[config.mk]
export PLATFORM = sky130hd
export DESIGN_NAME = fisher_yates_shuffle_xorshift
export DESIGN_NICKNAME = d
export VERILOG_FILES = /design/src/hdl/fys_pkg.sv /design/src/hdl/fisher_yates_shuffle_xorshift.sv /design/src/hdl/fys_fifo.sv /design/src/hdl/fys_front.sv /design/src/hdl/fys_engine.sv
export SDC_FILE = /design/constraint.sdc
export NUM_CORES = 2
export LEC_CHECK = 0
export BUFFER_PORTS_ARGS = -buffer_cell sky130_fd_sc_hd__clkbuf_2
export CAP_MARGIN = 20
export CORE_MARGIN = 8
export CORE_UTILIZATION = 45
export DETAILED_ROUTE_END_ITERATION = 10
export PLACE_DENSITY = 0.6
export SYNTH_ARGS = -nofsm -noshare
export SYNTH_HDL_FRONTEND = slang
export SYNTH_SLANG_ARGS = --single-unit
[constraint.sdc]
create_clock -name i_clk -period 12.4 [get_ports i_clk]
set_clock_uncertainty 0.15 [all_clocks]
set_input_delay 3.72 -clock i_clk [delete_from_list [all_inputs] [get_ports i_clk]]
set_output_delay 3.72 -clock i_clk [all_outputs]
set_load 0.03 [all_outputs]
[src/hdl/fys_pkg.sv]
// Shared types and constants of the Fisher-Yates shuffle block.
package fys_pkg;

    localparam int MAX_DEPTH = 64;
    localparam int ADDR_W    = 6;
    localparam int CNT_W     = 7;

    localparam logic [63:0] GEN_SEED = 64'h2cf9_1502_1e83_12a0;
    localparam logic [63:0] GEN_MULT = 64'h2545_f491_4f6c_dd1d;
    localparam int          GEN_SH_A = 12;
    localparam int          GEN_SH_B = 25;
    localparam int          GEN_SH_C = 27;

    typedef struct packed {
        logic [7:0] element;
        logic       final_item;
    } t_in_item;

    typedef struct packed {
        logic [7:0] shuffled_element;
        logic       end_of_run;
    } t_out_item;

    typedef enum logic [1:0] {
        OP_STORE,
        OP_STORE_LAST,
        OP_CLOSE
    } t_op;

    typedef struct packed {
        t_op               op;
        logic [ADDR_W-1:0] addr;
        logic [CNT_W-1:0]  count;
        logic [7:0]        element;
    } t_cmd;

endpackage

[src/hdl/fisher_yates_shuffle_xorshift.sv]
// Top level of the Fisher-Yates shuffle block with an xorshift64* generator.
// Items are loaded through a two-entry command queue, one per cycle while it is not
// full, into a store of DEPTH entries; the item flagged final closes the set, items
// past DEPTH are dropped. The engine then shuffles the n loaded elements in place:
// each of the n-1 positions takes one generator step, four passes through a shared
// 32x32 multiplier (three partial products of the 64-bit xorshift* product and the
// range scaling) and a read-read-write-write swap on the store, which has one read
// and one write port. The permuted elements then leave one at a time, each read
// from the store and then pushed, the last one flagged end_of_run, through a
// two-entry result queue; readout waits while that queue is full.
// New items are accepted into the command queue while the engine works, until it
// is full. The generator state persists across sets.
module fisher_yates_shuffle_xorshift import fys_pkg::*; #(
    parameter int DEPTH         = 64,
    parameter int ELEMENT_WIDTH = 8
) (
    input  logic      i_clk,
    input  logic      i_rst_n,
    input  logic      push,
    output logic      full,
    input  t_in_item  i_in_item,
    output logic      empty,
    input  logic      pop,
    output t_out_item o_out_item
);
    localparam int CMD_W = $bits(t_cmd);
    localparam int OUT_W = $bits(t_out_item);

    logic      cq_push;
    logic      cq_full;
    logic      cq_pop;
    logic      cq_empty;
    t_cmd      cq_in;
    t_cmd      cq_out;
    logic      oq_push;
    logic      oq_full;
    t_out_item oq_in;

    fys_front #(
        .DEPTH(DEPTH)
    ) u_front (
        .i_clk    (i_clk),
        .i_rst_n  (i_rst_n),
        .i_push   (push),
        .i_item   (i_in_item),
        .o_full   (full),
        .i_q_full (cq_full),
        .o_q_push (cq_push),
        .o_q_cmd  (cq_in)
    );

    fys_fifo #(
        .WIDTH     (CMD_W),
        .ADDR_BITS (1)
    ) u_cmd_q (
        .i_clk   (i_clk),
        .i_rst_n (i_rst_n),
        .i_push  (cq_push),
        .i_data  (cq_in),
        .o_full  (cq_full),
        .i_pop   (cq_pop),
        .o_data  (cq_out),
        .o_empty (cq_empty)
    );

    fys_engine #(
        .DEPTH         (DEPTH),
        .ELEMENT_WIDTH (ELEMENT_WIDTH)
    ) u_engine (
        .i_clk       (i_clk),
        .i_rst_n     (i_rst_n),
        .i_cmd       (cq_out),
        .i_cmd_empty (cq_empty),
        .o_cmd_pop   (cq_pop),
        .i_out_full  (oq_full),
        .o_out_push  (oq_push),
        .o_out_item  (oq_in)
    );

    fys_fifo #(
        .WIDTH     (OUT_W),
        .ADDR_BITS (1)
    ) u_out_q (
        .i_clk   (i_clk),
        .i_rst_n (i_rst_n),
        .i_push  (oq_push),
        .i_data  (oq_in),
        .o_full  (oq_full),
        .i_pop   (pop),
        .o_data  (o_out_item),
        .o_empty (empty)
    );

endmodule

[src/hdl/fys_fifo.sv]
// Small first-in first-out queue of register entries.
module fys_fifo #(
    parameter int WIDTH     = 9,
    parameter int ADDR_BITS = 1
) (
    input  logic             i_clk,
    input  logic             i_rst_n,
    input  logic             i_push,
    input  logic [WIDTH-1:0] i_data,
    output logic             o_full,
    input  logic             i_pop,
    output logic [WIDTH-1:0] o_data,
    output logic             o_empty
);
    localparam int ENTRIES = 2 ** ADDR_BITS;

    logic [WIDTH-1:0]     r_mem [ENTRIES];
    logic [ADDR_BITS-1:0] r_wp;
    logic [ADDR_BITS-1:0] r_rp;
    logic [ADDR_BITS:0]   r_cnt;
    logic                 do_push;
    logic                 do_pop;

    assign o_full  = (r_cnt == (ADDR_BITS + 1)'(ENTRIES));
    assign o_empty = (r_cnt == '0);
    assign o_data  = r_mem[r_rp];
    assign do_push = i_push && !o_full;
    assign do_pop  = i_pop && !o_empty;

    always_ff @(posedge i_clk) begin
        if (!i_rst_n) begin
            r_wp  <= '0;
            r_rp  <= '0;
            r_cnt <= '0;
        end else begin
            if (do_push) begin
                r_wp <= r_wp + 1'b1;
            end
            if (do_pop) begin
                r_rp <= r_rp + 1'b1;
            end
            if (do_push && !do_pop) begin
                r_cnt <= r_cnt + 1'b1;
            end else if (do_pop && !do_push) begin
                r_cnt <= r_cnt - 1'b1;
            end
        end
    end

    always_ff @(posedge i_clk) begin
        if (do_push) begin
            r_mem[r_wp] <= i_data;
        end
    end

endmodule

[src/hdl/fys_front.sv]
// Input side: assigns store slots and turns each item into a command.
module fys_front import fys_pkg::*; #(
    parameter int DEPTH = 64
) (
    input  logic     i_clk,
    input  logic     i_rst_n,
    input  logic     i_push,
    input  t_in_item i_item,
    output logic     o_full,
    input  logic     i_q_full,
    output logic     o_q_push,
    output t_cmd     o_q_cmd
);
    localparam int CW = $clog2(DEPTH + 1);

    logic [CW-1:0] r_count;
    logic [CW-1:0] n_count;
    logic          accept;
    logic          has_room;

    assign o_full   = i_q_full;
    assign accept   = i_push && !i_q_full;
    assign has_room = (r_count < CW'(DEPTH));

    always_comb begin
        o_q_push        = 1'b0;
        o_q_cmd.op      = OP_STORE;
        o_q_cmd.addr    = ADDR_W'(r_count);
        o_q_cmd.count   = CNT_W'(r_count + 1'b1);
        o_q_cmd.element = i_item.element;
        n_count         = r_count;
        if (accept) begin
            if (has_room) begin
                o_q_push   = 1'b1;
                o_q_cmd.op = i_item.final_item ? OP_STORE_LAST : OP_STORE;
                n_count    = r_count + 1'b1;
            end else if (i_item.final_item) begin
                o_q_push      = 1'b1;
                o_q_cmd.op    = OP_CLOSE;
                o_q_cmd.count = CNT_W'(DEPTH);
            end
            if (i_item.final_item) begin
                n_count = '0;
            end
        end
    end

    always_ff @(posedge i_clk) begin
        if (!i_rst_n) begin
            r_count <= '0;
        end else begin
            r_count <= n_count;
        end
    end

endmodule

[src/hdl/fys_engine.sv]
// Back side: element store, xorshift64* generator, in-place shuffle and readout.
module fys_engine import fys_pkg::*; #(
    parameter int DEPTH         = 64,
    parameter int ELEMENT_WIDTH = 8
) (
    input  logic      i_clk,
    input  logic      i_rst_n,
    input  t_cmd      i_cmd,
    input  logic      i_cmd_empty,
    output logic      o_cmd_pop,
    input  logic      i_out_full,
    output logic      o_out_push,
    output t_out_item o_out_item
);
    localparam int AW = $clog2(DEPTH);
    localparam int CW = $clog2(DEPTH + 1);
    localparam int EW = ELEMENT_WIDTH;

    typedef enum logic [3:0] {
        S_IDLE,
        S_GEN,
        S_MUL0,
        S_MUL1,
        S_MUL2,
        S_SCALE,
        S_RDJ,
        S_SWAP1,
        S_SWAP2,
        S_ERD,
        S_EPUSH
    } t_state;

    function automatic logic [63:0] xorshift(input logic [63:0] s);
        logic [63:0] t;
        t = s ^ (s >> GEN_SH_A);
        t = t ^ (t << GEN_SH_B);
        t = t ^ (t >> GEN_SH_C);
        return t;
    endfunction

    logic [EW-1:0] r_mem [DEPTH];
    logic [EW-1:0] r_rdata;
    logic [EW-1:0] r_vi;
    t_state        r_state;
    logic [63:0]   r_gen;
    logic [31:0]   r_acc;
    logic [AW-1:0] r_i;
    logic [AW-1:0] r_j;
    logic [AW-1:0] r_k;
    logic [CW-1:0] r_n;

    logic          mem_we;
    logic [AW-1:0] mem_waddr;
    logic [EW-1:0] mem_wdata;
    logic [AW-1:0] mem_raddr;
    logic [31:0]   mul_a;
    logic [31:0]   mul_b;
    logic [63:0]   mul_p;
    logic [CW-1:0] span;
    logic [CW-1:0] j_raw;
    logic [CW-1:0] j_sel;
    logic [CW-1:0] i_next;
    logic          last_out;

    assign o_cmd_pop  = (r_state == S_IDLE) && !i_cmd_empty;
    assign span       = r_n - CW'(r_i);
    assign mul_p      = {32'b0, mul_a} * {32'b0, mul_b};
    assign j_raw      = CW'(r_i) + CW'(mul_p[63:32]);
    assign j_sel      = (j_raw >= r_n) ? (r_n - 1'b1) : j_raw;
    assign i_next     = CW'(r_i) + 1'b1;
    assign last_out   = ((CW'(r_k) + 1'b1) == r_n);
    assign o_out_push = (r_state == S_EPUSH);
    assign o_out_item.shuffled_element = 8'(r_rdata);
    assign o_out_item.end_of_run       = last_out;

    always_comb begin
        mem_we    = 1'b0;
        mem_waddr = r_i;
        mem_wdata = r_rdata;
        mem_raddr = r_i;
        mul_a     = r_gen[31:0];
        mul_b     = GEN_MULT[31:0];
        unique case (r_state)
            S_IDLE: begin
                mem_we    = o_cmd_pop && (i_cmd.op != OP_CLOSE);
                mem_waddr = AW'(i_cmd.addr);
                mem_wdata = EW'(i_cmd.element);
            end
            S_MUL1: begin
                mul_b = GEN_MULT[63:32];
            end
            S_MUL2: begin
                mul_a = r_gen[63:32];
            end
            S_SCALE: begin
                mul_a = r_acc;
                mul_b = 32'(span);
            end
            S_RDJ: begin
                mem_raddr = r_j;
            end
            S_SWAP1: begin
                mem_we = 1'b1;
            end
            S_SWAP2: begin
                mem_we    = 1'b1;
                mem_waddr = r_j;
                mem_wdata = r_vi;
            end
            S_ERD: begin
                mem_raddr = r_k;
            end
            default: begin
            end
        endcase
    end

    always_ff @(posedge i_clk) begin
        if (mem_we) begin
            r_mem[mem_waddr] <= mem_wdata;
        end
        r_rdata <= r_mem[mem_raddr];
    end

    always_ff @(posedge i_clk) begin
        if (!i_rst_n) begin
            r_state <= S_IDLE;
            r_gen   <= GEN_SEED;
            r_i     <= '0;
            r_k     <= '0;
            r_n     <= '0;
        end else begin
            unique case (r_state)
                S_IDLE: begin
                    if (o_cmd_pop && (i_cmd.op != OP_STORE)) begin
                        r_n <= CW'(i_cmd.count);
                        r_i <= '0;
                        r_k <= '0;
                        r_state <= (i_cmd.count > CNT_W'(1)) ? S_GEN : S_ERD;
                    end
                end
                S_GEN: begin
                    r_gen   <= xorshift(r_gen);
                    r_state <= S_MUL0;
                end
                S_MUL0: begin
                    r_vi    <= r_rdata;
                    r_acc   <= mul_p[63:32];
                    r_state <= S_MUL1;
                end
                S_MUL1: begin
                    r_acc   <= r_acc + mul_p[31:0];
                    r_state <= S_MUL2;
                end
                S_MUL2: begin
                    r_acc   <= r_acc + mul_p[31:0];
                    r_state <= S_SCALE;
                end
                S_SCALE: begin
                    r_j     <= AW'(j_sel);
                    r_state <= S_RDJ;
                end
                S_RDJ: begin
                    r_state <= S_SWAP1;
                end
                S_SWAP1: begin
                    r_state <= S_SWAP2;
                end
                S_SWAP2: begin
                    if ((i_next + 1'b1) < r_n) begin
                        r_i     <= AW'(i_next);
                        r_state <= S_GEN;
                    end else begin
                        r_k     <= '0;
                        r_state <= S_ERD;
                    end
                end
                S_ERD: begin
                    if (!i_out_full) begin
                        r_state <= S_EPUSH;
                    end
                end
                S_EPUSH: begin
                    if (last_out) begin
                        r_state <= S_IDLE;
                    end else begin
                        r_k     <= r_k + 1'b1;
                        r_state <= S_ERD;
                    end
                end
                default: begin
                    r_state <= S_IDLE;
                end
            endcase
        end
    end

endmodule

==> summary.txt <==
Synthesis
  – Post-synthesis mux area share: 0.0168
  – Syn Area/Cell: 10.5 um^2
  – Netlist cell types: ~90
  – Synthesized cell area: between 60000 and 70000 um^2
  – Mapped Cells: 5800
  – Number of synthesized flops with an enable pin: 622
  – Sequential share of the synthesized area: 0.344
  – Simple logic cell fraction of the synthesized area: 0.126
  – Largest family of logic cells by synthesized area: adder cells
  – Compound-gate portion of the synthesized area: 0.0819
  – Synth Area in Adders: 0.323
  – Yosys warning total: 0
  – Yosys reg bits: 734
  – Synth Area in XOR/XNOR: 0.0358
  – Synth Net Count: 6957
  – Top FF cell, synth: edfxtp_1
  – Async SR Flop Fraction: 0

Global route
  – Total GRT Usage: 0.245
  – Largest net degree at the start of global routing: 178
  – Initial antenna violation count: 1
  – Grt total ovfl: 0
  – Global-route wire length before repair: 274000 um
  – Vias in the first global route: roughly 43000

Run status
  – Status: completed

Timing
  – Final Hold Vio Count: 0
  – Tightest Pin Transition: 1.06 ns
  – RSZ-0062 raised after global routing: false
  – Final worst path period need: 11.63 ns
  – Max_slew headroom: 0.292
  – Setup TNS: 0 ns
  – Hold WS: roughly 0.35 ns
  – Final Worst Setup Slack: ~0.77 ns
  – Tcrit/Tclk final: 0.938
  – Final-report max-slew violation count: 0
  – Final setup vio count: 0
  – Fmax: roughly 0.086 GHz

Clocking
  – Cts bufs inserted: 75
  – Clock transition at the registers of the reported paths: ~0.06 ns
  – Post-CTS Setup Repair Bufs: 0
  – Cts hold-fix bufs: 0
  – Clock Sinks: around 730
  – CTS tree: done
  – Later-pin clock latency in the skew report: 0.67 ns
  – Clock Path Buffers: 3
  – Clock root buffer: clkbuf_16
  – H-tree Lvls: 3

Placed design
  – Port Buffers: 23
  – Dpl ws: 0.0469 ns
  – DP HPWL: 142000 um
  – # placed instances: 7479
  – RePlAce Congestion: 0.991

Route
  – Wl on met1: 73800 um
  – Max layer used: met4
  – Final ANT Viol Nets: 0
  – DR WL met2: around 86000 um
  – WL met3: 10700 um
  – Drc violations: 0
  – First-pass DRT Iterations: 6
  – Wire per inst: 23.6 um
  – Iter 0 DRT Violations: 3800
  – DR vias: 42303
  – Total wire length: 180000 um
  – Vias/cell: around 5.6

Worst setup path
  – Critical Path Start Type: flip-flop
  – Worst setup path class: reg2reg
  – WP buf/inv: 6
  – R2r setup slk: 0.77 ns
  – Crit path largest cell delay: 0.58 ns
  – Slowest CP cell: a2111oi_2
  – Worst Setup EP: u_engine.r_j[2]
  – CP Launch Point: u_engine.r_i[2]
  – Crit path top cell by count: fa_1
  – Worst-path fanout max: 13
  – Reg-to-reg startpoint: u_engine.r_i[2]
  – Crit end category: flip-flop
  – R2R depth: 38
  – CP delay by family, top: adder cells
  – WP depth: 38
  – Crit path arrival time: 11.86 ns
  – Worst R2R End: u_engine.r_j[2]
  – Req. time, crit path: ~13 ns

Final layout
  – Share of cells above drive strength 1: 0.0604
  – Fin nets: between 6000 and 7000
  – Fill count: 12344
  – Area Growth Syn to Fin: 8.02%
  – Layout Cells excl Fill: between 7000 and 8000

Floorplanning
  – Die ar.: between 100000 and 150000 um^2
  – Die Width: 383 um
  – # IOs: 24
  – Die Y: 383 um
  – Core Region: 135000 um^2
  – Row count: between 100 and 150
  – Initial Utilization: 0.451

Run
  – Max-cap violations: 0

Hold path
  – Tightest Hold Check Type: reg2reg
Yosys cell counts (all sizes together), types with 85 or more instances:
| cell type | instances | share of area |
|---|---|---|
| fa | 709 | 0.23 |
| inv | 891 | 0.055 |
| buf | 85 | 0.0072 |
| nand2 | 800 | 0.049 |
| edfxtp | 622 | 0.31 |
| o21ai | 171 | 0.015 |
| nor2 | 343 | 0.021 |
| dfxtp | 112 | 0.037 |
| ha | 435 | 0.090 |
| nand3 | 234 | 0.019 |
| a21oi | 204 | 0.017 |
| xnor2 | 171 | 0.025 |
| clkbuf | 156 | 0.0096 |
how the worst min path moves through the flow:
stage | startpoint | to | cells after the start
after floorplan | u_engine.r_rdata[0] | u_engine.r_vi[0] | 0
after CTS | u_engine.r_rdata[4] | u_out_q.r_mem[0][5] | 0
final | u_engine.r_rdata[4] | u_engine.r_vi[4] | 0
after global placement | u_engine.r_rdata[4] | u_engine.r_vi[4] | 0
after global routing | u_engine.r_rdata[4] | u_out_q.r_mem[0][5] | 0
after detailed placement | u_engine.r_rdata[4] | u_engine.r_vi[4] | 0
metal layers:
layer  global-route usage  vias up
li1                     -    19192
met1                0.326    21332
met2                0.403     1429
met3               0.0306      350
met4                0.109        0
met5                    0        -
through the flow:
step	instance area (um^2)	util
CTS	65600	0.487
global placement	63100	0.468
floorplan	60700	-
global route	65600	0.487
detailed placement	63200	0.469
finish	65600	0.487
flip-flops by register name, indices dropped and copies added (netlist names), 2 cells and up, named ones only:
signal            count
u_cmd_q.r_mem        46
u_front.r_count       7
u_engine.r_rdata      8
u_engine.r_acc       32
u_engine.r_k          6
u_engine.r_gen       64
u_out_q.r_mem        18
u_engine.r_vi         8
u_engine.r_mem      512
u_engine.r_i          6
u_engine.r_n          7
u_engine.r_j          6
u_engine.r_state      4
u_out_q.r_cnt         2
u_cmd_q.r_cnt         2
cells in the final DEF, fill, tap and decap left out, types with 41 or more instances in the layout:
| master | instances |
|---|---|
| inv_1 | 891 |
| nand2_1 | 798 |
| fa_1 | 709 |
| edfxtp_1 | 622 |
| ha_1 | 435 |
| nor2_1 | 337 |
| nand3_1 | 233 |
| a21oi_1 | 202 |
| xnor2_1 | 171 |
| o21ai_0 | 139 |
| dfxtp_1 | 112 |
| buf_4 | 112 |
| xor2_1 | 77 |
| clkbuf_16 | 77 |
| or3_1 | 62 |
| mux2i_1 | 50 |
| and2_1 | 46 |
| a31oi_1 | 46 |
| a21o_1 | 45 |
| nand4_1 | 42 |
| and3_1 | 41 |
layout make-up:
cell class                      instances  area (um^2)  share of cell area
Multi-Input combinational cell       3934        35600               0.543
Sequential cell                       734        20900               0.319
Clock buffer                           94         2010              0.0306
Inverter                              891         3340              0.0510
Tap cell                             1781         2230              0.0340
Antenna cell                            1         2.50           0.0000381
Timing Repair Buffer                  139         1040              0.0159
Clock inverter                         40          413             0.00629
what timing repair did:
item,CTS,global route
resized for setup,1,2
hold endpoints to repair,0,0
setup endpoints to repair,4,6
cells by family after synthesis:
logic type,count (synthesis)
AOI/OAI and AO/OA,746
DFF,734
muxes,80
adders and majority gates,1144
xor gates and xnor gates,248
and+or+nand+nor,1716
buffers and inverters,1132
Power is left out: the tool's default activity adds up to more than one toggle a clock period on the data nets, which glitch-free logic cannot reach.
